File: config.mk
export PLATFORM = sky130hd
export DESIGN_NAME = riff_wave_header_scanner
export DESIGN_NICKNAME = d
export VERILOG_FILES = /design/src/design/rwh_pkg.sv /design/src/design/rwh_front.sv /design/src/design/rwh_queue.sv /design/src/design/rwh_back.sv /design/src/design/riff_wave_header_scanner.sv
export SDC_FILE = /design/constraint.sdc
export NUM_CORES = 1
export LEC_CHECK = 0
export BUFFER_PORTS_ARGS = -buffer_cell sky130_fd_sc_hd__buf_2
export CORE_MARGIN = 3
export CORE_UTILIZATION = 55
export CTS_CLUSTER_DIAMETER = 30
export DETAILED_ROUTE_END_ITERATION = 7
export PLACE_DENSITY = 0.71
export SLEW_MARGIN = 10
export SYNTH_ARGS = -nofsm -noshare
export SYNTH_HDL_FRONTEND = slang
export SYNTH_SLANG_ARGS = --single-unit
File: constraint.sdc
create_clock -name clk -period 23.9 [get_ports clk]
set_input_delay 3.585 -clock clk [delete_from_list [all_inputs] [get_ports clk]]
set_output_delay 3.585 -clock clk [all_outputs]
set_load 0.02 [all_outputs]
File: src/design/rwh_pkg.sv
// RIFF WAVE header scanner: shared types, widths and signature constants.
// Used by every module of the scanner; depends on nothing.
package rwh_pkg;

  localparam int OFFSET_BITS = 40;
  localparam int TOTAL_BITS  = 48;
  localparam int LENGTH_BITS = 33;
  localparam int COUNT_BITS  = 32;
  localparam int SIZE_BITS   = 32;
  localparam int WIN_DEPTH   = 11;
  localparam int QDEPTH      = 4;
  localparam int QPTR_W      = $clog2(QDEPTH);
  localparam int QCNT_W      = $clog2(QDEPTH + 1);

  // Bytes of "RIFF" followed by "WAVE"
  localparam logic [7:0] SIG_R = 8'h52;
  localparam logic [7:0] SIG_I = 8'h49;
  localparam logic [7:0] SIG_F = 8'h46;
  localparam logic [7:0] SIG_W = 8'h57;
  localparam logic [7:0] SIG_A = 8'h41;
  localparam logic [7:0] SIG_V = 8'h56;
  localparam logic [7:0] SIG_E = 8'h45;

  localparam logic [LENGTH_BITS-1:0] HDR_EXTRA = LENGTH_BITS'(8);
  localparam logic [OFFSET_BITS-1:0] R_BACKSTEP = OFFSET_BITS'(WIN_DEPTH);

  typedef struct packed {
    logic [7:0] data_byte;
    logic       stream_start;
  } rwh_in_t;

  typedef struct packed {
    logic [OFFSET_BITS-1:0] match_offset;
    logic [LENGTH_BITS-1:0] file_length;
    logic [COUNT_BITS-1:0]  match_count;
    logic [TOTAL_BITS-1:0]  total_length;
  } rwh_out_t;

  // One found header passed from front to back
  typedef struct packed {
    logic                   clear;
    logic [OFFSET_BITS-1:0] offset;
    logic [LENGTH_BITS-1:0] length;
  } rwh_rec_t;

  typedef struct packed {
    logic full;
    logic empty;
  } rwh_q_stat_t;

endpackage

File: src/design/rwh_front.sv
// Front end of the scanner: byte window, position and signature detection.
// Depends on rwh_pkg.
module rwh_front import rwh_pkg::*; (
  input  logic     clk,
  input  logic     rst_n,
  input  logic     accept,
  input  rwh_in_t  in_data,
  output logic     rec_push,
  output rwh_rec_t rec
);

  logic [7:0]             win_r   [WIN_DEPTH];
  logic [7:0]             win_nxt [WIN_DEPTH];
  logic [OFFSET_BITS-1:0] pos_r, pos_nxt;
  logic                   clr_r, clr_nxt;
  logic [7:0]             view    [WIN_DEPTH+1];
  logic [OFFSET_BITS-1:0] base_pos;
  logic                   hit;

  always_comb begin
    for (int i = 0; i < WIN_DEPTH; i++) begin
      view[i] = in_data.stream_start ? 8'h00 : win_r[i];
    end
    view[WIN_DEPTH] = in_data.data_byte;
    base_pos = in_data.stream_start ? '0 : pos_r;
  end

  assign hit = (view[0] == SIG_R) && (view[1] == SIG_I) && (view[2] == SIG_F) &&
               (view[3] == SIG_F) && (view[8] == SIG_W) && (view[9] == SIG_A) &&
               (view[10] == SIG_V) && (view[11] == SIG_E);

  assign rec_push   = accept && hit;
  assign rec.clear  = clr_r || in_data.stream_start;
  assign rec.offset = base_pos - R_BACKSTEP;
  assign rec.length = LENGTH_BITS'({view[7], view[6], view[5], view[4]}) + HDR_EXTRA;

  always_comb begin
    for (int i = 0; i < WIN_DEPTH; i++) begin
      win_nxt[i] = win_r[i];
    end
    pos_nxt = pos_r;
    clr_nxt = clr_r;
    if (accept) begin
      for (int i = 0; i < WIN_DEPTH; i++) begin
        win_nxt[i] = view[i+1];
      end
      pos_nxt = base_pos + OFFSET_BITS'(1);
      // hold a pending clear until the back end sees it with the next header
      clr_nxt = hit ? 1'b0 : (clr_r || in_data.stream_start);
    end
  end

  always_ff @(posedge clk) begin
    if (!rst_n) begin
      for (int i = 0; i < WIN_DEPTH; i++) begin
        win_r[i] <= 8'h00;
      end
      pos_r <= '0;
      clr_r <= 1'b0;
    end else begin
      win_r <= win_nxt;
      pos_r <= pos_nxt;
      clr_r <= clr_nxt;
    end
  end

endmodule

File: src/design/rwh_queue.sv
// Short FIFO of found-header records between front and back ends.
// Depends on rwh_pkg.
module rwh_queue import rwh_pkg::*; (
  input  logic        clk,
  input  logic        rst_n,
  input  logic        wr,
  input  rwh_rec_t    wr_rec,
  input  logic        rd,
  output rwh_rec_t    rd_rec,
  output rwh_q_stat_t stat
);

  rwh_rec_t          mem_r [QDEPTH];
  logic [QPTR_W-1:0] wp_r, wp_nxt, rp_r, rp_nxt;
  logic [QCNT_W-1:0] cnt_r, cnt_nxt;
  logic              do_wr, do_rd;

  assign stat.full  = (cnt_r == QCNT_W'(QDEPTH));
  assign stat.empty = (cnt_r == '0);
  assign do_wr      = wr && !stat.full;
  assign do_rd      = rd && !stat.empty;
  assign rd_rec     = mem_r[rp_r];

  always_comb begin
    wp_nxt  = do_wr ? wp_r + QPTR_W'(1) : wp_r;
    rp_nxt  = do_rd ? rp_r + QPTR_W'(1) : rp_r;
    cnt_nxt = cnt_r + QCNT_W'(do_wr) - QCNT_W'(do_rd);
  end

  always_ff @(posedge clk) begin
    if (do_wr) begin
      mem_r[wp_r] <= wr_rec;
    end
  end

  always_ff @(posedge clk) begin
    if (!rst_n) begin
      wp_r  <= '0;
      rp_r  <= '0;
      cnt_r <= '0;
    end else begin
      wp_r  <= wp_nxt;
      rp_r  <= rp_nxt;
      cnt_r <= cnt_nxt;
    end
  end

endmodule

File: src/design/rwh_back.sv
// Back end of the scanner: saturating count and length total, result register.
// Depends on rwh_pkg.
module rwh_back import rwh_pkg::*; (
  input  logic        clk,
  input  logic        rst_n,
  input  rwh_rec_t    rec,
  input  rwh_q_stat_t qstat,
  output logic        rec_pop,
  output logic        out_valid,
  input  logic        out_take,
  output rwh_out_t    out_data
);

  logic                  valid_r, valid_nxt;
  rwh_out_t              data_r, data_nxt;
  logic [COUNT_BITS-1:0] count_r, count_nxt, base_count;
  logic [TOTAL_BITS-1:0] sum_r, sum_nxt, base_sum;
  logic [TOTAL_BITS:0]   sum_wide;

  assign rec_pop   = !qstat.empty && (!valid_r || out_take);
  assign out_valid = valid_r;
  assign out_data  = data_r;

  always_comb begin
    base_count = rec.clear ? '0 : count_r;
    base_sum   = rec.clear ? '0 : sum_r;
    sum_wide   = {1'b0, base_sum} + (TOTAL_BITS+1)'(rec.length);
    count_nxt  = count_r;
    sum_nxt    = sum_r;
    valid_nxt  = valid_r && !out_take;
    data_nxt   = data_r;
    if (rec_pop) begin
      // advance count, stick at the top
      count_nxt = (&base_count) ? base_count : base_count + COUNT_BITS'(1);
      sum_nxt   = sum_wide[TOTAL_BITS] ? '1 : sum_wide[TOTAL_BITS-1:0];
      valid_nxt = 1'b1;
      data_nxt.match_offset = rec.offset;
      data_nxt.file_length  = rec.length;
      data_nxt.match_count  = count_nxt;
      data_nxt.total_length = sum_nxt;
    end
  end

  always_ff @(posedge clk) begin
    data_r <= data_nxt;
  end

  always_ff @(posedge clk) begin
    if (!rst_n) begin
      valid_r <= 1'b0;
      count_r <= '0;
      sum_r   <= '0;
    end else begin
      valid_r <= valid_nxt;
      count_r <= count_nxt;
      sum_r   <= sum_nxt;
    end
  end

endmodule

File: src/design/riff_wave_header_scanner.sv
// RIFF WAVE header scanner, top level: front end, record FIFO, back end.
// Depends on rwh_pkg, rwh_front, rwh_queue and rwh_back.
//
// Usage:
//   Input channel: one file byte per word on in_data, with stream_start set on the
//   first byte of each file. A word is taken on a rising edge with push high and
//   full low. Output channel: one word per found "RIFF....WAVE" header; the oldest
//   result sits on out_data while empty is low and leaves on an edge with pop high.
//   Throughput: one byte per cycle while full is low, whether or not it completes a header.
//   A byte that completes a header has its result written into the record FIFO
//   and then moved into the result register.
//   The front end registers the window and position; found headers go into a
//   four-entry FIFO; the back end adds the count and total and holds the result.
//   When pop stays low, results back up into the FIFO; full rises only once the
//   FIFO holds four headers, and bytes that carry no header keep flowing until then.
//   Reset (rst_n low, synchronous) clears window, position, count, total, the record
//   FIFO and the result register; stream_start does the same for window, position, count and total.
module riff_wave_header_scanner import rwh_pkg::*; (
  input  logic     clk,
  input  logic     rst_n,
  input  logic     push,
  output logic     full,
  input  rwh_in_t  in_data,
  output logic     empty,
  input  logic     pop,
  output rwh_out_t out_data
);

  logic        accept;
  logic        q_push, q_pop;
  rwh_rec_t    q_in, q_out;
  rwh_q_stat_t q_stat;
  logic        out_valid;

  // hold input while the record FIFO has no room
  assign full   = q_stat.full;
  assign accept = push && !full;
  assign empty  = !out_valid;

  rwh_front u_front (
    .clk      (clk),
    .rst_n    (rst_n),
    .accept   (accept),
    .in_data  (in_data),
    .rec_push (q_push),
    .rec      (q_in)
  );

  rwh_queue u_queue (
    .clk    (clk),
    .rst_n  (rst_n),
    .wr     (q_push),
    .wr_rec (q_in),
    .rd     (q_pop),
    .rd_rec (q_out),
    .stat   (q_stat)
  );

  rwh_back u_back (
    .clk       (clk),
    .rst_n     (rst_n),
    .rec       (q_out),
    .qstat     (q_stat),
    .rec_pop   (q_pop),
    .out_valid (out_valid),
    .out_take  (pop),
    .out_data  (out_data)
  );

`ifndef SYNTHESIS
  a_no_push_when_full : assert property (@(posedge clk) disable iff (!rst_n)
    !(q_push && q_stat.full))
    else $error("header record pushed into a full FIFO");

  a_count_nonzero : assert property (@(posedge clk) disable iff (!rst_n)
    !empty |-> (out_data.match_count != '0))
    else $error("result shown with zero match count");

  a_total_covers_length : assert property (@(posedge clk) disable iff (!rst_n)
    !empty |-> (out_data.total_length >= TOTAL_BITS'(out_data.file_length)))
    else $error("running total below this header's length");

  a_pop_refills : assert property (@(posedge clk) disable iff (!rst_n)
    (!empty && pop && !q_stat.empty) |=> !empty)
    else $error("waiting record not moved into the result register");
`endif

endmodule
==> reports/qor.csv, run 1 <==
stage;metric;value;unit
logic_synthesis;syn_area_per_cell;11.82;um^2
clock_tree;cts.sinks;668;
sta;final-hold-violation-count;0;
clock_tree;clk_transition_reported_paths;0.05;ns
final_layout;fillers;3784;
logic_synthesis;syn_area;29360;um^2
power_and_ir_drop;power.combinational.fraction;23.8;%
sta;report.final.slew_viol_count;0;
die;core.rowCount;84;
power_and_ir_drop;powerDensity;122.2;nW/um^2
die;core;52660;um^2
sta;setup-tns-final;0;ns
min_path;hp-class;register to register;
logic_synthesis;async_flop_share;0;%
route;drtIter0Drc;1909;
grt;grt_first_pass_wirelength;105.0;mm
setup_path;cp-end-kind;register;
final_layout;multi_input_area;10800;um^2
grt;antenna_violations_before_repair;2;
clock_tree;htree_levels;3;
route;antenna_left;0;
setup_path;worstSetupStartpointType;input pin;
route;drc;0;
placed_design;count_of_buffers_inserted_at_the_top_level_ports;167;
setup_path;r2r_cells;15;
route;dr_total_vias;19990;
sta;highest_clock_rate;139.5;MHz
sta;relSlewSlack;30.53;%
grt;grt_pass1_vias;19500;
final_layout;post_route_cells_drive_above_1_share;18.50;%
status;status;finished, final reports clean;
sta;clock_skew;0.02883;ns
logic_synthesis;synth-seq-cells;668;
logic_synthesis;yosys_warnings;0;
clock_tree;number_of_buffers_inserted_for_hold_repair_after_clock_tree_synthesis;0;
logic_synthesis;dominantRegCellSynth;sky130_fd_sc_hd__edfxtp_1;
power_and_ir_drop;power_switching_share;31.50;%
final_layout;register_area;17870;um^2
logic_synthesis;synth.distinct_cells;74;
setup_path;critical_path_arrival;7.53;ns
sta;report.final.setup_viol;0;
power_and_ir_drop;power.net_switching;1.339;mW
placed_design;hpwl;40.12;mm
sta;fin_crit;7.168;ns
logic_synthesis;synth_cells;2483;
die;i_o_pins;168;
setup_path;crit_required;24.26;ns
clock_tree;post_cts_resize_count;0;
min_path;worst_hold_path.num_cells;2;
setup_path;worstPathMaxFanout;79;
power_and_ir_drop;internal-power;2.913;mW
logic_synthesis;synth.net_count;2540;
sta;fin_crit_sh;29.99;%
route;postRouteWirelength;65.68;mm
sta;tightestPinTransition;1.042;ns
die;die_w;237.0;um
logic_synthesis;ys_seq_area_share;60.86;%
setup_path;path_class;input pin to register;
power_and_ir_drop;leakage;12.27;nW
clock_tree;tritoncts;built;
clock_tree;worstSkewPairLatency;0.66;ns
power_and_ir_drop;total_power;4.252;mW
grt;pin_count_of_the_biggest_net_entering_global_routing;151;
die;initial_utilization;55.76;%
clock_tree;clock_tree.buffer_depth;3;
logic_synthesis;synth_enable_flop_cells;449;
final_layout;synthToLayoutAreaGrowth;18.54;%
grt;overflow;0;
run;maxCapViolCount;0;
route;detail_route.wl_per_cell;19.16;um
die;design.die.area;56190;um^2
clock_tree;clock_tree.root_cell;sky130_fd_sc_hd__clkbuf_16;
clock_tree;cts.repair_timing.setup_buffer_count;0;
placed_design;gp_routability_congestion;0.8729;
route;viasPerCell;5.828;
grt;grt_usage;23.26;%
power_and_ir_drop;clock_power_share;40.2;%
clock_tree;cts-buffers-inserted;117;
die;die_y;237.0;um
power_and_ir_drop;ir_worst_vdd;0.00009125;V
final_layout;final_nets;2693;
sta;setup_repair_after_global_routing_missed_its_margin;false;
route;firstDrtPassIters;5;
power_and_ir_drop;seqPwrFrac;36.0;%
==> cells by family after synthesis <==
group / synth area share, %
buf+inv: 2.468
compound gates: 8.115
flops: 60.86
xor+xnor: 4.356
fa+ha+maj: 1.926
mux: 5.894
simple gates: 16.38
==> critical path, cell delays in order <==
cell and delay (ns):
sky130_fd_sc_hd__buf_4 0.55, sky130_fd_sc_hd__buf_4 0.64, sky130_fd_sc_hd__nor2b_1 0.15, sky130_fd_sc_hd__ha_1 0.33
sky130_fd_sc_hd__o21ai_0 0.35, sky130_fd_sc_hd__nor2b_1 0.26, sky130_fd_sc_hd__nand4b_1 0.24, sky130_fd_sc_hd__or3_4 0.42
sky130_fd_sc_hd__or3_4 0.36, sky130_fd_sc_hd__o21ai_1 0.11, sky130_fd_sc_hd__or3b_1 0.40
==> final cells by class <==
type                       count  area share [%]
clock inverter                86           2.973
sequential                   668           51.36
inverter                      36          0.4171
multi-input combinational   1628           31.04
timing repair buffer         185           2.797
antenna                        1        0.007191
clock buffer                 137           8.927
tap                          688           2.474
==> per-stage QoR <==
stage	setup WS, ns	area (um^2)	hold WS (ns)	util (%)	instances
CTS	16.86	34800	0.4509	66.09	3428
detailed placement	16.16	30660	0.4442	58.22	3205
finish	16.73	34800	0.4530	66.09	3429
floorplan	13.71	29360	0.4268	-	2483
global placement	16.23	30660	0.4364	58.22	3205
global route	16.37	34800	0.4826	66.09	3429
==> cell usage after synthesis, types with 17 or more instances <==
cell type | instances | share of area [%]
sky130_fd_sc_hd__nor3_1 | 30 | 0.51
sky130_fd_sc_hd__o21ai_0 | 83 | 1.4
sky130_fd_sc_hd__xnor2_1 | 73 | 2.2
sky130_fd_sc_hd__xor2_1 | 73 | 2.2
sky130_fd_sc_hd__buf_1 | 21 | 0.27
sky130_fd_sc_hd__nand3b_1 | 69 | 1.8
sky130_fd_sc_hd__and3_1 | 17 | 0.36
sky130_fd_sc_hd__ha_1 | 42 | 1.8
sky130_fd_sc_hd__and2_1 | 32 | 0.68
sky130_fd_sc_hd__nand3_1 | 63 | 1.1
sky130_fd_sc_hd__nand4_1 | 43 | 0.92
sky130_fd_sc_hd__nand2_1 | 329 | 4.2
sky130_fd_sc_hd__dfxtp_1 | 219 | 15
sky130_fd_sc_hd__clkbuf_1 | 122 | 1.6
sky130_fd_sc_hd__inv_1 | 34 | 0.43
sky130_fd_sc_hd__a21oi_1 | 205 | 3.5
sky130_fd_sc_hd__edfxtp_1 | 449 | 46
sky130_fd_sc_hd__nor4_1 | 18 | 0.38
sky130_fd_sc_hd__a31oi_1 | 30 | 0.64
sky130_fd_sc_hd__nor2b_1 | 59 | 1.3
sky130_fd_sc_hd__nor2_1 | 172 | 2.2
sky130_fd_sc_hd__nand2b_1 | 35 | 0.75
sky130_fd_sc_hd__mux4_2 | 74 | 5.7
==> path summary, 6_finish.rpt <==
check	from	to	slack (ns)
max reg2reg	register	u_back.sum_r[4]$_SDFFE_PN0P_	17.82
max	in_data[0]	u_queue.mem_r[1][65]$_DFFE_PP_	16.73
min	u_back.sum_r[7]$_SDFFE_PN0P_	u_back.sum_r[7]$_SDFFE_PN0P_	0.45
min reg2reg	u_back.sum_r[7]$_SDFFE_PN0P_	u_back.sum_r[7]$_SDFFE_PN0P_	0.45
==> routing by layer <==
layer / GRT usage [%] / up-vias / wire [um]
met2: 37.67 / 594 / 31560
met3: 4.321 / 96 / 4093
met5: 0 / - / 0
met1: 32.06 / 9866 / 28560
met4: 7.513 / 0 / 1470
li1: - / 9429 / -
==> power groups by stage <==
stage | Combinational (mW) | Sequential (mW) | Clock (mW)
floorplan | 0.574 | 1.70 | 0
global placement | 0.994 | 1.55 | 0
detailed placement | 1.01 | 1.56 | 0
CTS | 1.01 | 1.54 | 1.73
global route | 1.11 | 1.55 | 1.79
finish | 1.01 | 1.53 | 1.71
==> cell usage in the layout (no fill, tap or decap), types with 19 or more instances in the layout <==
cell,synthesis,routed
sky130_fd_sc_hd__a21oi_1,205,205
sky130_fd_sc_hd__a31oi_1,30,30
sky130_fd_sc_hd__and2_1,32,28
sky130_fd_sc_hd__buf_2,6,166
sky130_fd_sc_hd__buf_4,0,19
sky130_fd_sc_hd__bufinv_16,0,19
sky130_fd_sc_hd__clkbuf_16,0,120
sky130_fd_sc_hd__clkinv_2,0,24
sky130_fd_sc_hd__dfxtp_1,219,217
sky130_fd_sc_hd__edfxtp_1,449,449
sky130_fd_sc_hd__ha_1,42,42
sky130_fd_sc_hd__inv_1,34,34
sky130_fd_sc_hd__mux4_2,74,73
sky130_fd_sc_hd__nand2_1,329,329
sky130_fd_sc_hd__nand2b_1,35,34
sky130_fd_sc_hd__nand3_1,63,63
sky130_fd_sc_hd__nand3b_1,69,69
sky130_fd_sc_hd__nand4_1,43,43
sky130_fd_sc_hd__nor2_1,172,172
sky130_fd_sc_hd__nor2b_1,59,58
sky130_fd_sc_hd__nor3_1,30,30
sky130_fd_sc_hd__o21ai_0,83,82
sky130_fd_sc_hd__xnor2_1,73,73
sky130_fd_sc_hd__xor2_1,73,73
==> state kept, by name, indices dropped and copies added, names as in the netlist, named ones only <==
register          count
u_front.win_r        88
u_queue.rp_r          2
u_back.out_data     153
u_back.out_valid      1
u_queue.mem_r       296
u_queue.cnt_r         3
u_back.count_r       32
u_queue.wp_r          2
u_front.pos_r        40
u_back.sum_r         48
u_front.clr_r         1
Note: power is estimated with default switching activity, not from simulation.
==> inputs of run 2 (changes only) <==
Settings changed: PLACE_DENSITY 0.71 to 0.74.
Clock period 23.9 ns to 6.5 ns, I/O delays scaled along.
==> run 2 against run 1 <==
  * Global-route usage shrank 0.076 points
  * Flip-flop and latch count is the same
  * Combinational power grew to 3.7 times the previous value
  * Sequential share of layout area grew 0.074 points
  * Clock-buffer cell count shrank 3
  * Register-to-register slack lost 17 ns
==> reports/qor.csv, run 2 (synthesis results as in run 1) <==
stage;metric;value;unit;change
status;status;finished, final reports clean;;
clock_tree;worstSkewPairLatency;0.66;ns;about the same
sta;report.final.slew_viol_count;0;;unchanged
die;i_o_pins;168;;unchanged
die;core.rowCount;84;;unchanged
power_and_ir_drop;leakage;12.23;nW;-0.30%
placed_design;gp_routability_congestion;0.8654;;-0.86%
final_layout;post_route_cells_drive_above_1_share;18.61;%;+0.11 points
sta;final-hold-violation-count;0;;unchanged
setup_path;critical_path_arrival;5.84;ns;-1.69 ns
sta;setup-tns-final;0;ns;unchanged
clock_tree;number_of_buffers_inserted_for_hold_repair_after_clock_tree_synthesis;0;;unchanged
setup_path;crit_required;7.02;ns;-17.24 ns
route;postRouteWirelength;65.82;mm;+0.21%
clock_tree;cts-buffers-inserted;115;;-1.7%
setup_path;ff2ff_setup_slack;1.18;ns;-16.64 ns
power_and_ir_drop;power.net_switching;5.038;mW;+280%
final_layout;most_common_library_cell_in_the_layout_ignoring_fill_and_taps;sky130_fd_sc_hd__edfxtp_1;;
sta;fin_crit;5.318;ns;
die;die_w;237.0;um;unchanged
grt;grt_pass1_vias;19840;;+1.7%
route;drc;0;;unchanged
sta;clock_skew;0.03721;ns;+0.008383 ns
route;antenna_left;0;;unchanged
final_layout;mostFrequentLayoutCells;sky130_fd_sc_hd__edfxtp_1, sky130_fd_sc_hd__nand2_1, sky130_fd_sc_hd__dfxtp_1;;
min_path;hp-class;register to register;;
sta;setup_repair_after_global_routing_missed_its_margin;false;;
final_layout;register_bank_with_the_most_flops;u_queue.mem_r;;
power_and_ir_drop;clock_power_share;39.7;%;-0.5 points
grt;pin_count_of_the_biggest_net_entering_global_routing;132;;-13%
clock_tree;clock_tree.buffer_depth;3;;unchanged
power_and_ir_drop;internal-power;10.51;mW;+260%
sta;tightestPinTransition;1.132;ns;+0.08966 ns
clock_tree;htree_levels;3;;unchanged
grt;grt_first_pass_wirelength;105.5;mm;+0.50%
die;initial_utilization;55.76;%;unchanged
route;drtIter0Drc;1710;;-10%
die;die_y;237.0;um;unchanged
placed_design;hpwl;40.75;mm;+1.6%
setup_path;critical_path.max_stage_delay;0.76;ns;+0.12 ns
route;detail_route.wl_per_cell;19.23;um;+0.38%
sta;highest_clock_rate;188.0;MHz;
power_and_ir_drop;ir_worst_vdd;0.0003637;V;+300%
grt;grt_usage;23.19;%;-0.076 points
clock_tree;tritoncts;built;;
sta;relSlewSlack;24.09;%;-6.4 points
route;firstDrtPassIters;6;;+1
final_layout;diodes;0;;-1
power_and_ir_drop;seqPwrFrac;36.2;%;+0.2 points
final_layout;synthToLayoutAreaGrowth;18.37;%;
route;dr_total_vias;19960;;-0.11%
clock_tree;cts.repair_timing.setup_buffer_count;0;;unchanged
setup_path;cp-end-kind;register;;
setup_path;timing.critical_path.cells;buf_4 > mux4_2 > ha_1 > a21oi_1 > o21ai_0 > a311oi_1 > a31oi_1 > o31ai_1 > a211o_2 > and2_1 > nor2_1 > o22a_1;;
placed_design;count_of_buffers_inserted_at_the_top_level_ports;167;;unchanged
sta;report.final.setup_viol;0;;unchanged
run;maxCapViolCount;0;;unchanged
power_and_ir_drop;power.combinational.fraction;24.1;%;+0.3 points
clock_tree;cts.sinks;668;;unchanged
clock_tree;clock_tree.root_cell;sky130_fd_sc_hd__clkbuf_16;;
clock_tree;clk_transition_reported_paths;0.05;ns;about the same
grt;antenna_violations_before_repair;0;;-2
final_layout;max_reg_flops;296;;unchanged
final_layout;final_nets;2692;;-0.037%
power_and_ir_drop;powerDensity;447.5;nW/um^2;+270%
power_and_ir_drop;power_switching_share;32.40;%;+0.90 points
clock_tree;post_cts_resize_count;0;;unchanged
power_and_ir_drop;total_power;15.55;mW;+270%
setup_path;worstPathMaxFanout;48;;-39%
die;design.die.area;56190;um^2;unchanged
sta;fin_crit_sh;81.82;%;
die;core;52660;um^2;unchanged
grt;overflow;0;;unchanged
route;viasPerCell;5.832;;about the same
setup_path;worstSetupStartpointType;register;;
setup_path;path_class;register to register;;
setup_path;critical_path_top_delay_cell;sky130_fd_sc_hd__a211o_2;;
run 2: changes by cell type in the layout (fill, tap and decap cells not counted), moves of 4 or more:
cell | previous run | this run
sky130_fd_sc_hd__bufinv_16 | 19 | 14
sky130_fd_sc_hd__clkbuf_1 | 13 | 9
sky130_fd_sc_hd__clkbuf_8 | 4 | 8
sky130_fd_sc_hd__clkinv_2 | 24 | 12
sky130_fd_sc_hd__clkinv_8 | 1 | 6
sky130_fd_sc_hd__inv_6 | 15 | 21
run 2: area by class of cell:
cell class / count / area (um^2)
Clock inverter: 83 / 999.7
Tap cell: 688 / 860.8
Timing Repair Buffer: 186 / 993.5
Fill cell: 3751 / 17900
Inverter: 36 / 145.1
Multi-Input combinational cell: 1628 / 10810
Sequential cell: 668 / 17870
Clock buffer: 134 / 3072
run 2: layer usage:
metal | GRT usage, % | up-vias | wire length [um]
met5 | 0 | - | 0
met4 | 7.587 | 0 | 1492
met3 | 3.843 | 91 | 3731
met2 | 38.16 | 594 | 32100
met1 | 31.65 | 9854 | 28500
li1 | - | 9425 | -
run 2: power groups by stage:
stage	logic (mW)	registers, mW	clock network [mW]
CTS	3.77	5.64	6.25
detailed placement	3.75	5.72	0
floorplan	2.11	6.21	0
global placement	3.68	5.70	0
finish	3.75	5.63	6.17
global route	4.09	5.69	6.46
run 2: final timing paths:
| path | from | to | cells after the start |
|---|---|---|---|
| worst max register to register | register | u_back.sum_r[43]$_SDFFE_PN0P_ | 12 |
| worst min-delay path | u_back.sum_r[12]$_SDFFE_PN0P_ | u_back.sum_r[12]$_SDFFE_PN0P_ | 2 |
| worst max-delay path | register | u_back.sum_r[43]$_SDFFE_PN0P_ | 12 |
| worst min register to register | u_back.sum_r[12]$_SDFFE_PN0P_ | u_back.sum_r[12]$_SDFFE_PN0P_ | 2 |
run 2: through the flow:
stage | worst slack [ns] | utilization [%] | std cells | hold WS (ns) | instance area [um^2]
after floorplan | 1.472 | - | 2483 | 0.4268 | 29360
after global placement | 1.362 | 58.26 | 3206 | 0.4360 | 30680
after detailed placement | 1.197 | 58.26 | 3206 | 0.4466 | 30680
after CTS | 1.180 | 65.99 | 3423 | 0.4549 | 34750
after global routing | 0.7018 | 66.00 | 3423 | 0.4680 | 34750
final | 1.182 | 66.00 | 3423 | 0.4530 | 34750
run 2: critical path: cells and delay by family (launching register included):
kind	cells	cell delay, ns
adder cells (fa/ha/maj)	1	0.43
flip-flops	1	0.67
AO/OA/AOI/OAI	7	2.33
AND/OR/NAND/NOR	2	0.59
multiplexers	1	0.60
buffers and inverters	1	0.53
